[src/rtl/rdq_pkg.sv]
// Shared types and codes for the reversible deque buffer.
package rdq_pkg;

    typedef enum logic [2:0] {
        ACT_CLEAR   = 3'd0,
        ACT_APPEND  = 3'd1,
        ACT_REVERSE = 3'd2,
        ACT_DELETE  = 3'd3,
        ACT_FINISH  = 3'd4
    } action_t;

    typedef enum logic {
        ST_IDLE  = 1'b0,
        ST_DRAIN = 1'b1
    } drain_state_t;

    // Per-cycle read control from the drain sequencer.
    typedef struct packed {
        logic rd_en;
        logic last;
    } drain_ctl_t;

endpackage

[src/rtl/rdq_drain.sv]
// Drain sequencer: walks the ring storage in logical order, one read per cycle.
module rdq_drain #(
    parameter int DEPTH = 64
) (
    input  logic                          clk,
    input  logic                          rst_n,
    input  logic                          go,
    input  logic [$clog2(DEPTH)-1:0]      head,
    input  logic [$clog2(DEPTH+1)-1:0]    count,
    input  logic                          reversed,
    output logic                          busy,
    output logic [$clog2(DEPTH)-1:0]      rd_addr,
    output rdq_pkg::drain_ctl_t           ctl
);

    localparam int AW = $clog2(DEPTH);
    localparam int CW = $clog2(DEPTH + 1);

    rdq_pkg::drain_state_t state_reg, state_next;
    logic [AW-1:0]         ptr_reg, ptr_next;
    logic [CW-1:0]         remaining_reg, remaining_next;
    logic [CW:0]           tail_sum;
    logic [AW-1:0]         tail_idx;
    logic [AW-1:0]         ptr_step;

    // physical index of the last element: head + count - 1, wrapped once
    always_comb
    begin
        tail_sum = (CW+1)'(head) + (CW+1)'(count) - (CW+1)'(1);
        if (tail_sum >= (CW+1)'(DEPTH))
        begin
            tail_sum = tail_sum - (CW+1)'(DEPTH);
        end
        tail_idx = tail_sum[AW-1:0];
    end

    always_comb
    begin
        if (reversed)
        begin
            ptr_step = (ptr_reg == '0) ? AW'(DEPTH - 1) : ptr_reg - AW'(1);
        end
        else
        begin
            ptr_step = (ptr_reg == AW'(DEPTH - 1)) ? '0 : ptr_reg + AW'(1);
        end
    end

    // next state
    always_comb
    begin
        state_next = state_reg;
        case (state_reg)
            rdq_pkg::ST_IDLE:
            begin
                if (go)
                begin
                    state_next = rdq_pkg::ST_DRAIN;
                end
            end
            rdq_pkg::ST_DRAIN:
            begin
                if (remaining_reg == CW'(1))
                begin
                    state_next = rdq_pkg::ST_IDLE;
                end
            end
            default: state_next = rdq_pkg::ST_IDLE;
        endcase
    end

    // outputs
    always_comb
    begin
        busy      = 1'b0;
        ctl.rd_en = 1'b0;
        ctl.last  = 1'b0;
        case (state_reg)
            rdq_pkg::ST_DRAIN:
            begin
                busy      = 1'b1;
                ctl.rd_en = 1'b1;
                ctl.last  = (remaining_reg == CW'(1));
            end
            default:
            begin
                busy      = 1'b0;
                ctl.rd_en = 1'b0;
                ctl.last  = 1'b0;
            end
        endcase
    end

    always_comb
    begin
        ptr_next       = ptr_reg;
        remaining_next = remaining_reg;
        if (go)
        begin
            ptr_next       = reversed ? tail_idx : head;
            remaining_next = count;
        end
        else if (state_reg == rdq_pkg::ST_DRAIN)
        begin
            ptr_next       = ptr_step;
            remaining_next = remaining_reg - CW'(1);
        end
    end

    assign rd_addr = ptr_reg;

    always_ff @(posedge clk or negedge rst_n)
    begin
        if (!rst_n)
        begin
            state_reg     <= rdq_pkg::ST_IDLE;
            ptr_reg       <= '0;
            remaining_reg <= '0;
        end
        else
        begin
            state_reg     <= state_next;
            ptr_reg       <= ptr_next;
            remaining_reg <= remaining_next;
        end
    end

endmodule

[src/rtl/reversible_deque_buffer_core.sv]
// Reversible deque buffer: ring storage in a synchronous RAM with a direction flag.
//
// Usage
//   Commands enter on start/action/value and are taken at a clock edge where
//   start is high and busy is low. One command per cycle is accepted while idle.
//   clear, append, reverse and delete update pointers and flags at the edge that
//   takes them and give no result.
//   finish gives results on element/is_error/is_empty/overflowed/last, each
//   valid for exactly one cycle while strobe is high; last marks the final one.
//   Results: an error or empty-list result shows in the cycle after the finish
//   transaction. A list streams out through the drain pointer register, then the
//   RAM read register with the result flags, one element per cycle; busy stays
//   high while the elements are read and drops in the cycle that shows the final element.
//   Throughput: one command per cycle while idle; a finish of a non-empty list
//   holds busy while it drains, and the next command is taken once busy drops.
//   The single read port of the storage RAM sets this.
//   Reset clears head, count and all flags; the RAM contents are not cleared
//   and need no clearing pass since only written entries are ever read.
//   The receiver cannot stall: results are shown once and not held.
module reversible_deque_buffer_core #(
    parameter int DEPTH = 64
) (
    input  logic        clk,
    input  logic        rst_n,
    input  logic        start,
    output logic        busy,
    input  logic [2:0]  action,
    input  logic [15:0] value,
    output logic        strobe,
    output logic [15:0] element,
    output logic        is_error,
    output logic        is_empty,
    output logic        overflowed,
    output logic        last
);

    localparam int AW = $clog2(DEPTH);
    localparam int CW = $clog2(DEPTH + 1);

    // list state
    logic [AW-1:0] head_reg, head_next;
    logic [CW-1:0] count_reg, count_next;
    logic          rev_reg, rev_next;
    logic          err_reg, err_next;
    logic          ovf_reg, ovf_next;

    // result register
    logic          res_strobe_reg, res_strobe_next;
    logic          res_err_reg, res_err_next;
    logic          res_empty_reg, res_empty_next;
    logic          res_last_reg, res_last_next;
    logic          res_mem_reg, res_mem_next;

    // storage RAM
    logic [15:0]   mem [DEPTH];
    logic [15:0]   rd_data_reg;
    logic          wr_en;
    logic [AW-1:0] wr_addr;
    logic [CW:0]   wr_sum;
    logic [AW-1:0] rd_addr;

    logic                accept;
    logic                go;
    logic                drain_busy;
    rdq_pkg::drain_ctl_t ctl;
    rdq_pkg::action_t    act;

    assign act    = rdq_pkg::action_t'(action);
    assign accept = start && !drain_busy;
    assign busy   = drain_busy;

    // physical back: head + count, wrapped once
    always_comb
    begin
        wr_sum = (CW+1)'(head_reg) + (CW+1)'(count_reg);
        if (wr_sum >= (CW+1)'(DEPTH))
        begin
            wr_sum = wr_sum - (CW+1)'(DEPTH);
        end
        wr_addr = wr_sum[AW-1:0];
    end

    // command decode
    always_comb
    begin
        head_next       = head_reg;
        count_next      = count_reg;
        rev_next        = rev_reg;
        err_next        = err_reg;
        ovf_next        = ovf_reg;
        wr_en           = 1'b0;
        go              = 1'b0;
        res_strobe_next = ctl.rd_en;
        res_err_next    = 1'b0;
        res_empty_next  = 1'b0;
        res_last_next   = ctl.last;
        res_mem_next    = ctl.rd_en;
        if (accept)
        begin
            case (act)
                rdq_pkg::ACT_CLEAR:
                begin
                    head_next  = '0;
                    count_next = '0;
                    rev_next   = 1'b0;
                    err_next   = 1'b0;
                    ovf_next   = 1'b0;
                end
                rdq_pkg::ACT_APPEND:
                begin
                    if (count_reg < CW'(DEPTH))
                    begin
                        wr_en      = 1'b1;
                        count_next = count_reg + CW'(1);
                    end
                    else
                    begin
                        ovf_next = 1'b1;
                    end
                end
                rdq_pkg::ACT_REVERSE:
                begin
                    rev_next = !rev_reg;
                end
                rdq_pkg::ACT_DELETE:
                begin
                    if (!err_reg)
                    begin
                        if (count_reg == '0)
                        begin
                            err_next = 1'b1;
                        end
                        else
                        begin
                            if (!rev_reg)
                            begin
                                head_next = (head_reg == AW'(DEPTH - 1)) ?
                                            '0 : head_reg + AW'(1);
                            end
                            count_next = count_reg - CW'(1);
                        end
                    end
                end
                rdq_pkg::ACT_FINISH:
                begin
                    if (err_reg)
                    begin
                        res_strobe_next = 1'b1;
                        res_err_next    = 1'b1;
                        res_last_next   = 1'b1;
                        res_mem_next    = 1'b0;
                    end
                    else if (count_reg == '0)
                    begin
                        res_strobe_next = 1'b1;
                        res_empty_next  = 1'b1;
                        res_last_next   = 1'b1;
                        res_mem_next    = 1'b0;
                    end
                    else
                    begin
                        go = 1'b1;
                    end
                end
                default:
                begin
                    // unused codes: no effect
                    go = 1'b0;
                end
            endcase
        end
    end

    rdq_drain #(
        .DEPTH (DEPTH)
    ) u_drain (
        .clk      (clk),
        .rst_n    (rst_n),
        .go       (go),
        .head     (head_reg),
        .count    (count_reg),
        .reversed (rev_reg),
        .busy     (drain_busy),
        .rd_addr  (rd_addr),
        .ctl      (ctl)
    );

    // RAM: one write port for appends, one registered read port for drains.
    // Writes happen only while idle and reads only while busy, so the two
    // never touch the same entry in one cycle.
    always_ff @(posedge clk)
    begin
        if (wr_en)
        begin
            mem[wr_addr] <= value;
        end
        if (ctl.rd_en)
        begin
            rd_data_reg <= mem[rd_addr];
        end
    end

    always_ff @(posedge clk or negedge rst_n)
    begin
        if (!rst_n)
        begin
            head_reg       <= '0;
            count_reg      <= '0;
            rev_reg        <= 1'b0;
            err_reg        <= 1'b0;
            ovf_reg        <= 1'b0;
            res_strobe_reg <= 1'b0;
            res_err_reg    <= 1'b0;
            res_empty_reg  <= 1'b0;
            res_last_reg   <= 1'b0;
            res_mem_reg    <= 1'b0;
        end
        else
        begin
            head_reg       <= head_next;
            count_reg      <= count_next;
            rev_reg        <= rev_next;
            err_reg        <= err_next;
            ovf_reg        <= ovf_next;
            res_strobe_reg <= res_strobe_next;
            res_err_reg    <= res_err_next;
            res_empty_reg  <= res_empty_next;
            res_last_reg   <= res_last_next;
            res_mem_reg    <= res_mem_next;
        end
    end

    // overflow flag cannot change between a finish and its results
    assign strobe     = res_strobe_reg;
    assign element    = res_mem_reg ? rd_data_reg : '0;
    assign is_error   = res_err_reg;
    assign is_empty   = res_empty_reg;
    assign overflowed = ovf_reg;
    assign last       = res_last_reg;

    // the final result of a finish always comes with the block free again
    assert property (@(posedge clk) disable iff (!rst_n)
        strobe && last |-> !busy)
        else $error("busy still high on final result");

    // a command other than finish never produces a result
    assert property (@(posedge clk) disable iff (!rst_n)
        accept && (act != rdq_pkg::ACT_FINISH) |=> !strobe)
        else $error("result without finish");

    // finish after a failed delete gives exactly one error result
    assert property (@(posedge clk) disable iff (!rst_n)
        accept && (act == rdq_pkg::ACT_FINISH) && err_reg
        |=> strobe && is_error && last && !busy)
        else $error("missing error result");

    // fill level stays within storage
    assert property (@(posedge clk) disable iff (!rst_n)
        count_reg <= CW'(DEPTH))
        else $error("count beyond depth");

endmodule

[config.mk]
export PLATFORM = sky130hd
export DESIGN_NAME = reversible_deque_buffer_core
export DESIGN_NICKNAME = d
export VERILOG_FILES = /design/src/rtl/rdq_pkg.sv /design/src/rtl/rdq_drain.sv /design/src/rtl/reversible_deque_buffer_core.sv
export SDC_FILE = /design/constraint.sdc
export NUM_CORES = 1
export LEC_CHECK = 0
export ABC_AREA = 1
export BUFFER_PORTS_ARGS = -buffer_cell sky130_fd_sc_hd__buf_2
export CORE_ASPECT_RATIO = 1.2
export CORE_MARGIN = 2
export CORE_UTILIZATION = 30
export CTS_CLUSTER_SIZE = 30
export DETAILED_ROUTE_END_ITERATION = 12
export HOLD_SLACK_MARGIN = 0.06
export PLACE_DENSITY_LB_ADDON = 0.15
export SETUP_SLACK_MARGIN = 0.2
export SYNTH_ARGS = -nofsm -noshare
export SYNTH_HDL_FRONTEND = slang
export SYNTH_HIERARCHICAL = 1
export SYNTH_SLANG_ARGS = --single-unit
[constraint.sdc]
create_clock -name clk -period 3.2 [get_ports clk]
set_clock_uncertainty 0.2 [all_clocks]
set_input_delay 0.48 -clock clk [delete_from_list [all_inputs] [get_ports clk]]
set_output_delay 0.48 -clock clk [all_outputs]
set_load 0.01 [all_outputs]
# Word level (Yosys, flattened, before mapping)

Memory sizes are Yosys's and may differ from the RTL's. A register that Yosys moved wholly into a read port is not among the register bits.
Index checks and enable logic that the tools add are counted.

Register bits: 35
Latch bits: 0
RAM bits: 1024
Bits in read-only memories: 0
Bits of input ports: 22
Output and inout bits: 22
Memories: 1

Add/sub/neg operators: 10
$mul: 0
Divide/modulo/power cells: 0
Order comparisons: 3
Eq/ne operators: 12
Shift-type cells: 0
Multiplexer cells: 58
Bitwise gates (word level): 1
Reductions and logical operators: 16

Memories:

| memory | depth | bits a word | rd ports | clocked after memory_dff | wr ports | RTL line                           | RTL |
|---|---|---|---|---|---|---|---|
| mem    | 64    | 16          | 1        | 1                        | 1        | reversible_deque_buffer_core.sv:55 | `logic [15:0] mem [DEPTH];` |

Operator list:

| operator                                             | count |
|---|---|
| two-way mux 6 bit                                    | 12 |
| two-way mux 7 bit                                    | 5 |
| two-way mux 1 bit                                    | 33 |
| one-hot mux 7 bit (3 select lines)                   | 1 |
| subtractor 6 x 1 -> 6 bit (second input constant)    | 3 |
| >= comparator 8 x 7 -> 1 bit (second input constant) | 2 |
| two-way mux 16 bit                                   | 1 |
| subtractor 7 x 1 -> 7 bit (second input constant)    | 2 |
| adder 6 x 1 -> 6 bit (second input constant)         | 2 |
| == test 6 bit (second input constant)                | 2 |
| one-hot mux 6 bit (2 select lines)                   | 1 |
| inequality test 2 bit (second input constant)        | 5 |
| AND reduction 5 bit                                  | 2 |
| adder 6 x 7 -> 8 bit                                 | 1 |
| one-hot mux 1 bit (2 select lines)                   | 4 |
| nonzero test 2 bit                                   | 4 |
| subtractor 8 x 1 -> 8 bit (second input constant)    | 1 |
| adder 7 x 1 -> 7 bit (second input constant)         | 1 |
| == test 7 x 1 -> 1 bit (second input constant)       | 1 |
| zero test 7 bit                                      | 1 |
| less-than comparator 7 bit (second input constant)   | 1 |
| == test 3 x 2 -> 1 bit (second input constant)       | 2 |
| zero test 6 bit                                      | 1 |
| AND reduction 2 bit                                  | 2 |
| 9 further kinds                                      | 10 |

# Longest topological paths before layout

Gate-level depths: netlist of run 1.

Word-level depth: 7
Depth in mapped cells: 14

# Cells and area by module

Netlist of run 1, hierarchy kept.

Modules (own cells, without submodules):

| module                       | times used | cells each | area an instance (sq um) |
|---|---|---|---|
| reversible_deque_buffer_core | 1          | 3744       | 43688.2 |
| rdq_drain                    | 1          | 200        | 1412.6 |

# Worst setup path before layout of run 1

No wires, ideal clock.

Kind: register to register
From: reg count_reg[0]
To: mem mem[0][0], enable pin
Setup time: 388 ps
Data arrival time: 2498 ps
Data required time: 2612 ps
Setup slack: 114 ps
Cell stages (with the launch flop): 9
Path buffers: 0
Cell sequence: dfrtp_1 > ha_1 > fa_1 > a21oi_1 > o21bai_1 > xor2_1 > nor2_1 > nand2_1 > nor2_1

Cells in the longest elaborated chain, start to end: 6

Ends and longest elaborated chain:

| what                                                         | RTL line                            | RTL |
|---|---|---|
| start, declared                                              | reversible_deque_buffer_core.sv:42  | `logic [CW-1:0] count_reg, count_next;` |
| start signal, assigned                                       | reversible_deque_buffer_core.sv:221 | `count_reg <= count_next;` |
| branches (longest 6 deep; another with adder 6 x 7 -> 8 bit) | --                                  |  |
| end, declared                                                | reversible_deque_buffer_core.sv:55  |  |

Several ways; the timed one is not identified.

# Worst setup path after layout of run 1

From: reg head_reg[0]
To: mem mem[18][0], enable pin

Cells in the longest elaborated chain, start to end: 3

Ends and longest elaborated chain:

| what                                                                             | RTL line                                                               | RTL |
|---|---|---|
| start, declared                                                                  | reversible_deque_buffer_core.sv:41                                     | `logic [AW-1:0] head_reg, head_next;` |
| start signal, assigned                                                           | reversible_deque_buffer_core.sv:220                                    | `head_reg <= head_next;` |
| adder 6 x 7 -> 8 bit (*)                                                         | reversible_deque_buffer_core.sv:75                                     | `wr_sum = (CW+1)'(head_reg) + (CW+1)'(count_reg);` |
| >= comparator 8 x 7 -> 1 bit / subtractor 6 x 1 -> 6 bit (equally long branches) | reversible_deque_buffer_core.sv:76, reversible_deque_buffer_core.sv:78 |  |
| two-way mux 6 bit (*)                                                            | reversible_deque_buffer_core.sv:76                                     | `if (wr_sum >= (CW+1)'(DEPTH))` |

Every way passes the cells marked *; elsewhere a longest branch is shown, timed or not.

==> metrics.cfg, run 1 <==
[worst_hold_path]
hp-start = value[4]
min_path_cells = 2
hold_path.class = primary input to flop
worstHoldEndpoint = mem[55][4]

[global_routing]
grt.overflow.total = 0
grt_pass1_wl_um = 208000
grt_pass1_vias = 28961
antenna_found_initial = 2
grt_usage = 0.188
grt_max_degree = 118

[yosys]
ys_top_cells_by_area = edfxtp_1 69%, nand2_1 12%, nand3_1 10%, dfrtp_1 1.9%, buf_2 1.5%
synth_compound_area_frac = 0.00785
synth_xor_area_frac = 0.00408
ys_warn_count = 6
synth_top_family_by_area = simple AND/OR/NAND/NOR gates
synthMuxAreaShare = 0
ys_seq_area_frac = 0.712
synthAdderAreaFrac = 0.00827
netlist_instances = 3944
netlist_area_mm2 = 0.0451
synthSimpleGateAreaFrac = 0.230
synth_area_per_cell_um2 = 11.4
synth_nets = 3994
synth.largest_area_cell = edfxtp_1
synth_seq_cells = 1075
synth_top_cell_area_share = 0.692
ys_types = 35

[layout]
nets = 4145
multi_input_area_mm2 = 0.0114
seq_area_mm2 = 0.0321
area_growth_pct = 17.4
final_cells = 6152
layout-drive-gt1-share = 0.118
largest_reg_flops = 1024
fillers = 14682

[flow_run]
max_cap_violations = 0

[setup_path]
startpoint_type = flop
cp-startpoint = head_reg[0]
end_kind = flop
r2r-end = mem[18][0]
cp_max_fo = 16
cp.required_ns = 3.43
arrival_ns = 3.09
reg2regPathDepth = 10
criticalPathCategory = flop to flop
r2r-start = head_reg[0]
rrSetupSlack_ns = 0.35

[power]
p_leak_nw = 19.4
cellPowerDensity_mw_per_mm2 = 866
peakVddDrop_mv = 0.598

[drt]
wl_um = 146000
route.vias.total = 29659
drt_iter0_markers = 2316
antenna_left = 0
wire_per_inst_um = 23.7
dr.pass1.iters = 6
via_per_inst = 4.82
drc = 0

[floorplanning]
rows = 155
die-area_mm2 = 0.153
boundaryPins = 44
core-area_mm2 = 0.149
die_h_um = 429
initial_core_util = 0.303
die_w_um = 358

[clock_tree]
cts.sinks = 1075
clk_pin_slew_ns = 0.06
cts_buffers = 114
clk_path_buf_depth = 3
cts_tree = built
h-tree-depth = 3
insertion_delay_ns = 0.76
cts-root-buf = clkbuf_16

[outcome]
run_status = finished clean

[timing]
worstMarginPinSlew_ns = 0.886
tns_ns = 0
finalSetupViolCount = 0
rsz0062_at_grt = no
drv_slew = 0
final_hold_viol_count = 0
finalCritPeriodShare = 0.892
relSlewSlack = 0.410
min_period_ns = 2.85
max_freq_ghz = 0.351

[place]
place_congestion = 0.857
port_buffers = 43
hpwl_um = 90200
dp.cells = 5926

placed cells by master, fill, tap and decap left out, types with 4 or more instances in the layout:
master and count:
nand2_1 1418, edfxtp_1 1040, nand3_1 899, buf_4 130, clkbuf_16 117, inv_1 81, buf_12 70, nor2_1 65
buf_2 43, nor2_2 32, clkinv_1 30, dfrtp_1 30, ha_1 24, clkinv_2 19, a21oi_1 18, o21ai_0 15
clkbuf_1 15, bufinv_16 14, xor2_1 12, buf_6 12, dlygate4sd3_1 10, xnor2_1 8, nor2_4 7, nand4_1 7
inv_2 6, o21ai_2 5, o211ai_1 5, nor3_1 4, or2_2 4, nand3_2 4, clkinvlp_4 4
area by class of cell:
type | instances | area share
Sequential cell | 1075 | 0.607
Clock inverter | 76 | 0.0144
Antenna cell | 3 | 0.000142
Inverter | 90 | 0.00706
Timing Repair Buffer | 265 | 0.0534
Clock buffer | 132 | 0.0564
Tap cell | 1962 | 0.0464
Multi-Input combinational cell | 2549 | 0.216
kinds of logic (layout without fill, tap and decap cells):
kind of cell    after synthesis  count (layout)
simple gates               2443            2443
flops                      1075            1075
buf+inv                     320             563
compound gates               57              57
fa+ha+maj                    28              28
xor+xnor                     21              21
other cells                   0               3
how the worst max path moves through the flow:
stage                            end  slack, ns
after floorplan            mem[0][0]       0.11
after CTS                 mem[15][9]       0.20
after global routing      mem[13][7]       0.21
after global placement     mem[5][2]       0.20
final                     mem[18][0]       0.35
after detailed placement   mem[4][6]       0.14
stage by stage:
stage	hold WS [ns]	setup WS, ns	power, mW	cell area [µm²]	util
after floorplan	-0.0156	0.114	26.2	45100	-
after global placement	0.266	0.195	32.8	48900	0.329
after detailed placement	0.264	0.139	32.8	48900	0.329
after CTS	0.0656	0.200	46.4	52800	0.355
after global routing	0.106	0.211	48.2	52900	0.355
final	0.0711	0.347	45.8	53000	0.356
Yosys cell counts (all sizes together):
cell type / n
a21oi: 19
nand3: 903
a22oi: 4
buf: 206
fa: 3
xnor2: 8
nor3: 4
edfxtp: 1040
a31oi: 2
xor2: 13
o21bai: 2
ha: 25
clkbuf: 24
nor3b: 1
or2: 4
inv: 90
o21ai: 21
a31o: 1
nand2: 1420
nor2: 104
nand4: 7
dfrtp: 35
o211ai: 5
o221ai: 3
worst max-delay path, cell delays in order (launching register included):
cell and delay, ns:
dfrtp_1 0.38, ha_1 0.25, fa_2 0.39, a21oi_2 0.15, o21bai_2 0.12, xnor2_1 0.17
nor2_1 0.16, nand2_1 0.13, buf_4 0.23, nor2_1 0.13, buf_6 0.21
metal layers:
metal  vias to the layer above  wire (µm)  global-route usage
met5                         -          0                   0
met4                         0       4310              0.0614
met3                       186       6290              0.0223
met2                       711      73400               0.323
met1                     14703      61600               0.245
li1                      14059          -                   -
power breakdown:
group / switching (mW) / leakage (nW) / internal (mW)
registers: 0.338 / 9.80 / 15.8
logic: 11.8 / 7.78 / 4.41
clock network: 5.72 / 1.83 / 7.77
what timing repair did:
| action | in CTS | in global routing |
|---|---|---|
| pin swaps | 0 | 2 |
| endpoints found under the hold margin | 71 | 0 |
| cloned | 0 | 4 |
| endpoints found under the setup margin | 179 | 878 |
| buffers inserted | 0 | 1 |
| gates resized for setup | 3 | 35 |
| hold buffers | 10 | 0 |
(Power assumes the default switching activity.)
==> run 2, diff against run 1 <==
--- a/config.mk
+++ b/config.mk
@@ -17,5 +17,4 @@
 export SETUP_SLACK_MARGIN = 0.2
 export SYNTH_ARGS = -nofsm -noshare
 export SYNTH_HDL_FRONTEND = slang
-export SYNTH_HIERARCHICAL = 1
 export SYNTH_SLANG_ARGS = --single-unit
==> run 2 against run 1 <==
  * Final area down 2.0%
  * Clock-buffer cell count up 6
  * Synthesized cell count down 8.1%
  * Register-to-register slack worse by 0.06 ns
  * Sequential share of layout area up 1.2 points
  * Largest power group unchanged
==> metrics.cfg, run 2 <==
[timing]
relSlewSlack = 0.308
worstMarginPinSlew_ns = 1.04
max_freq_ghz = 0.344
min_period_ns = 2.91
drv_slew = 0
tns_ns = 0
final_hold_viol_count = 0
finalCritPeriodShare = 0.909
finalSetupViolCount = 0
rsz0062_at_grt = yes

[clock_tree]
cts_buffers = 112
insertion_delay_ns = 0.75
cts.sinks = 1075
clk_path_buf_depth = 3
h-tree-depth = 3
clk_pin_slew_ns = 0.06
cts-root-buf = clkbuf_16
cts_tree = built

[drt]
route.vias.total = 28342
drt_iter0_markers = 2566
antenna_left = 0
via_per_inst = 4.86
drc = 0
dr.pass1.iters = 7
wl_um = 139000
wire_per_inst_um = 23.9

[flow_run]
max_cap_violations = 0

[setup_path]
arrival_ns = 3.18
rrSetupSlack_ns = 0.29
r2r-start = u_drain.rd_addr[0]
end_kind = flop
cp.required_ns = 3.47
r2r-end = rd_data_reg[14]
max_stage_delay_ns = 0.61
cp_slowest_cell = dfrtp_4
cp_max_fo = 37
reg2regPathDepth = 10
startpoint_type = flop
path_cells = buf_12 -> buf_4 -> o21ai_0 -> o22ai_1 -> nand2_1 -> nand2_1 -> nor2_1 -> nor2_1 -> nor2_1 -> nand2_1
criticalPathCategory = flop to flop

[floorplanning]
die-area_mm2 = 0.149
die_h_um = 422
initial_core_util = 0.302
core-area_mm2 = 0.145
rows = 153
die_w_um = 353
boundaryPins = 44

[yosys]
synth_flop_cell = edfxtp_1
async_flop_share = 0.0326
synth_top_cell_area_share = 0.714
netlist_instances = 3626
synth_area_per_cell_um2 = 12.1
ys_top_cells_by_area = edfxtp_1 71%, nor2_1 6.7%, o21ai_0 6.0%, nand2_1 4.4%, o22ai_1 2.8%
ys_types = 41
netlist_area_mm2 = 0.0437
synth.largest_area_cell = edfxtp_1
synth_common_cells = 1,040 x edfxtp_1, 784 x nor2_1, 523 x o21ai_0, 509 x nand2_1, 199 x o22ai_1
synth_seq_cells = 1075
synth.most_common_cell = edfxtp_1
synth_nets = 3667
ys_warn_count = 0
synth_edf_count = 1040
ys_seq_area_frac = 0.734

[power]
switching_share = 0.204
peakVddDrop_mv = 0.403
cellPowerDensity_mw_per_mm2 = 566
p_int_mw = 23.4
seq_power_share = 0.525
p_leak_nw = 17.7
comb_power_share = 0.014
p_clk_frac = 0.461
switching_power_mw = 5.99

[global_routing]
grt_max_degree = 102
grt_pass1_wl_um = 199000
grt_usage = 0.184
grt_pass1_vias = 28143
grt.overflow.total = 0
antenna_found_initial = 3

[layout]
final_util = 0.358
final_cell_mix = 1,040 x edfxtp_1, 751 x nor2_1, 523 x o21ai_0
largest_reg_flops = 1024
nets = 3839
area_growth_pct = 18.6
antennaDiodeCount = 0
fillers = 14266
layout_commonest_cell = edfxtp_1
fin_area_mm2 = 0.0519
layout-drive-gt1-share = 0.123

[place]
placed_area_mm2 = 0.0478
place_congestion = 0.851
port_buffers = 43
hpwl_um = 85500

[worst_hold_path]
hold_path.class = primary input to flop
worstHoldEndpoint = mem[22][2]
hp-start = value[2]
min_path_cells = 1

[outcome]
run_status = finished clean

## run 2: cell count changes after synthesis, sizes merged, moves of 5 or more
cell	change
buf	-96
ha	-8
a21oi	+24
clkbuf	+79
nand4	+12
o22ai	+199
o21ai	+555
nor3	+6
nor2	+683
nand3	-850
xnor2	-7
nand2	-909
clkinv	+5
## run 2: cell type report
cell class,count,area [µm²],share of cell area
flip-flops and latches,1075,32100,0.619
multi-input cells,2246,10300,0.199
repair buffers,271,2870,0.0553
inverters,92,372,0.00716
clock buffers,138,3010,0.0581
well taps,1937,2420,0.0467
clock inverters,71,777,0.0150
## run 2: stage by stage
stage / setup WS, ns / hold WS [ns] / cells / power [mW]
6_report: 0.292 / 0.0902 / 5830 / 29.4
5_1_grt: 0.179 / 0.0962 / 5830 / 30.2
4_1_cts: 0.245 / 0.0634 / 5827 / 29.7
3_5_place_dp: 0.280 / 0.285 / 5604 / 16.1
3_3_place_gp: 0.242 / 0.295 / 5604 / 16.1
2_1_floorplan: 0.102 / -0.0156 / 3626 / 15.7
## run 2: how the worst max path moves through the flow
| stage | startpoint | to | slack (ns) | cells after the start |
|---|---|---|---|---|
| detailed placement | head_reg[0] | mem[40][5] | 0.28 | 12 |
| global route | head_reg[0] | mem[51][14] | 0.18 | 11 |
| global placement | head_reg[0] | mem[40][15] | 0.24 | 12 |
| finish | u_drain.rd_addr[0] | rd_data_reg[14] | 0.29 | 10 |
| floorplan | count_reg[0] | mem[16][0] | 0.10 | 10 |
| CTS | head_reg[0] | mem[40][5] | 0.24 | 12 |
## run 2: cells by family after synthesis
family,count (synthesis),synth area share
adders and majority gates,19,0.00578
and+or+nand+nor,1384,0.123
DFF,1075,0.734
xor gates and xnor gates,15,0.00300
buffers and inverters,305,0.0334
AOI/OAI and AO/OA,828,0.101
## run 2: timing repair
item | in CTS | in global routing
hold endpoints to repair | 105 | 0
buffers inserted | 0 | 1
hold buffers | 14 | 0
endpoints found under the setup margin | 0 | 750
gates resized for setup | 0 | 45
## run 2: critical path: cells and delay by family, from the launching register on
family | cells | cell delay (ns)
AOI/OAI and AO/OA | 2 | 0.42
buffers and inverters | 2 | 0.44
DFF | 1 | 0.61
and+or+nand+nor | 6 | 0.91
## run 2: routing by layer
layer | vias up | part of all wire | GRT usage
li1 | 13302 | - | -
met1 | 14196 | 0.43 | 0.243
met2 | 683 | 0.50 | 0.317
met3 | 161 | 0.042 | 0.0210
met4 | 0 | 0.023 | 0.0533
met5 | - | 0 | 0
## run 2: power by group through the flow
stage          combinational, mW  sequential (mW)  clock [mW]
6_report                   0.421             15.4        13.5
5_1_grt                    0.447             15.4        14.3
4_1_cts                    0.434             15.4        13.8
3_5_place_dp               0.425             15.7           0
3_3_place_gp               0.424             15.7           0
2_1_floorplan             0.0120             15.7           0
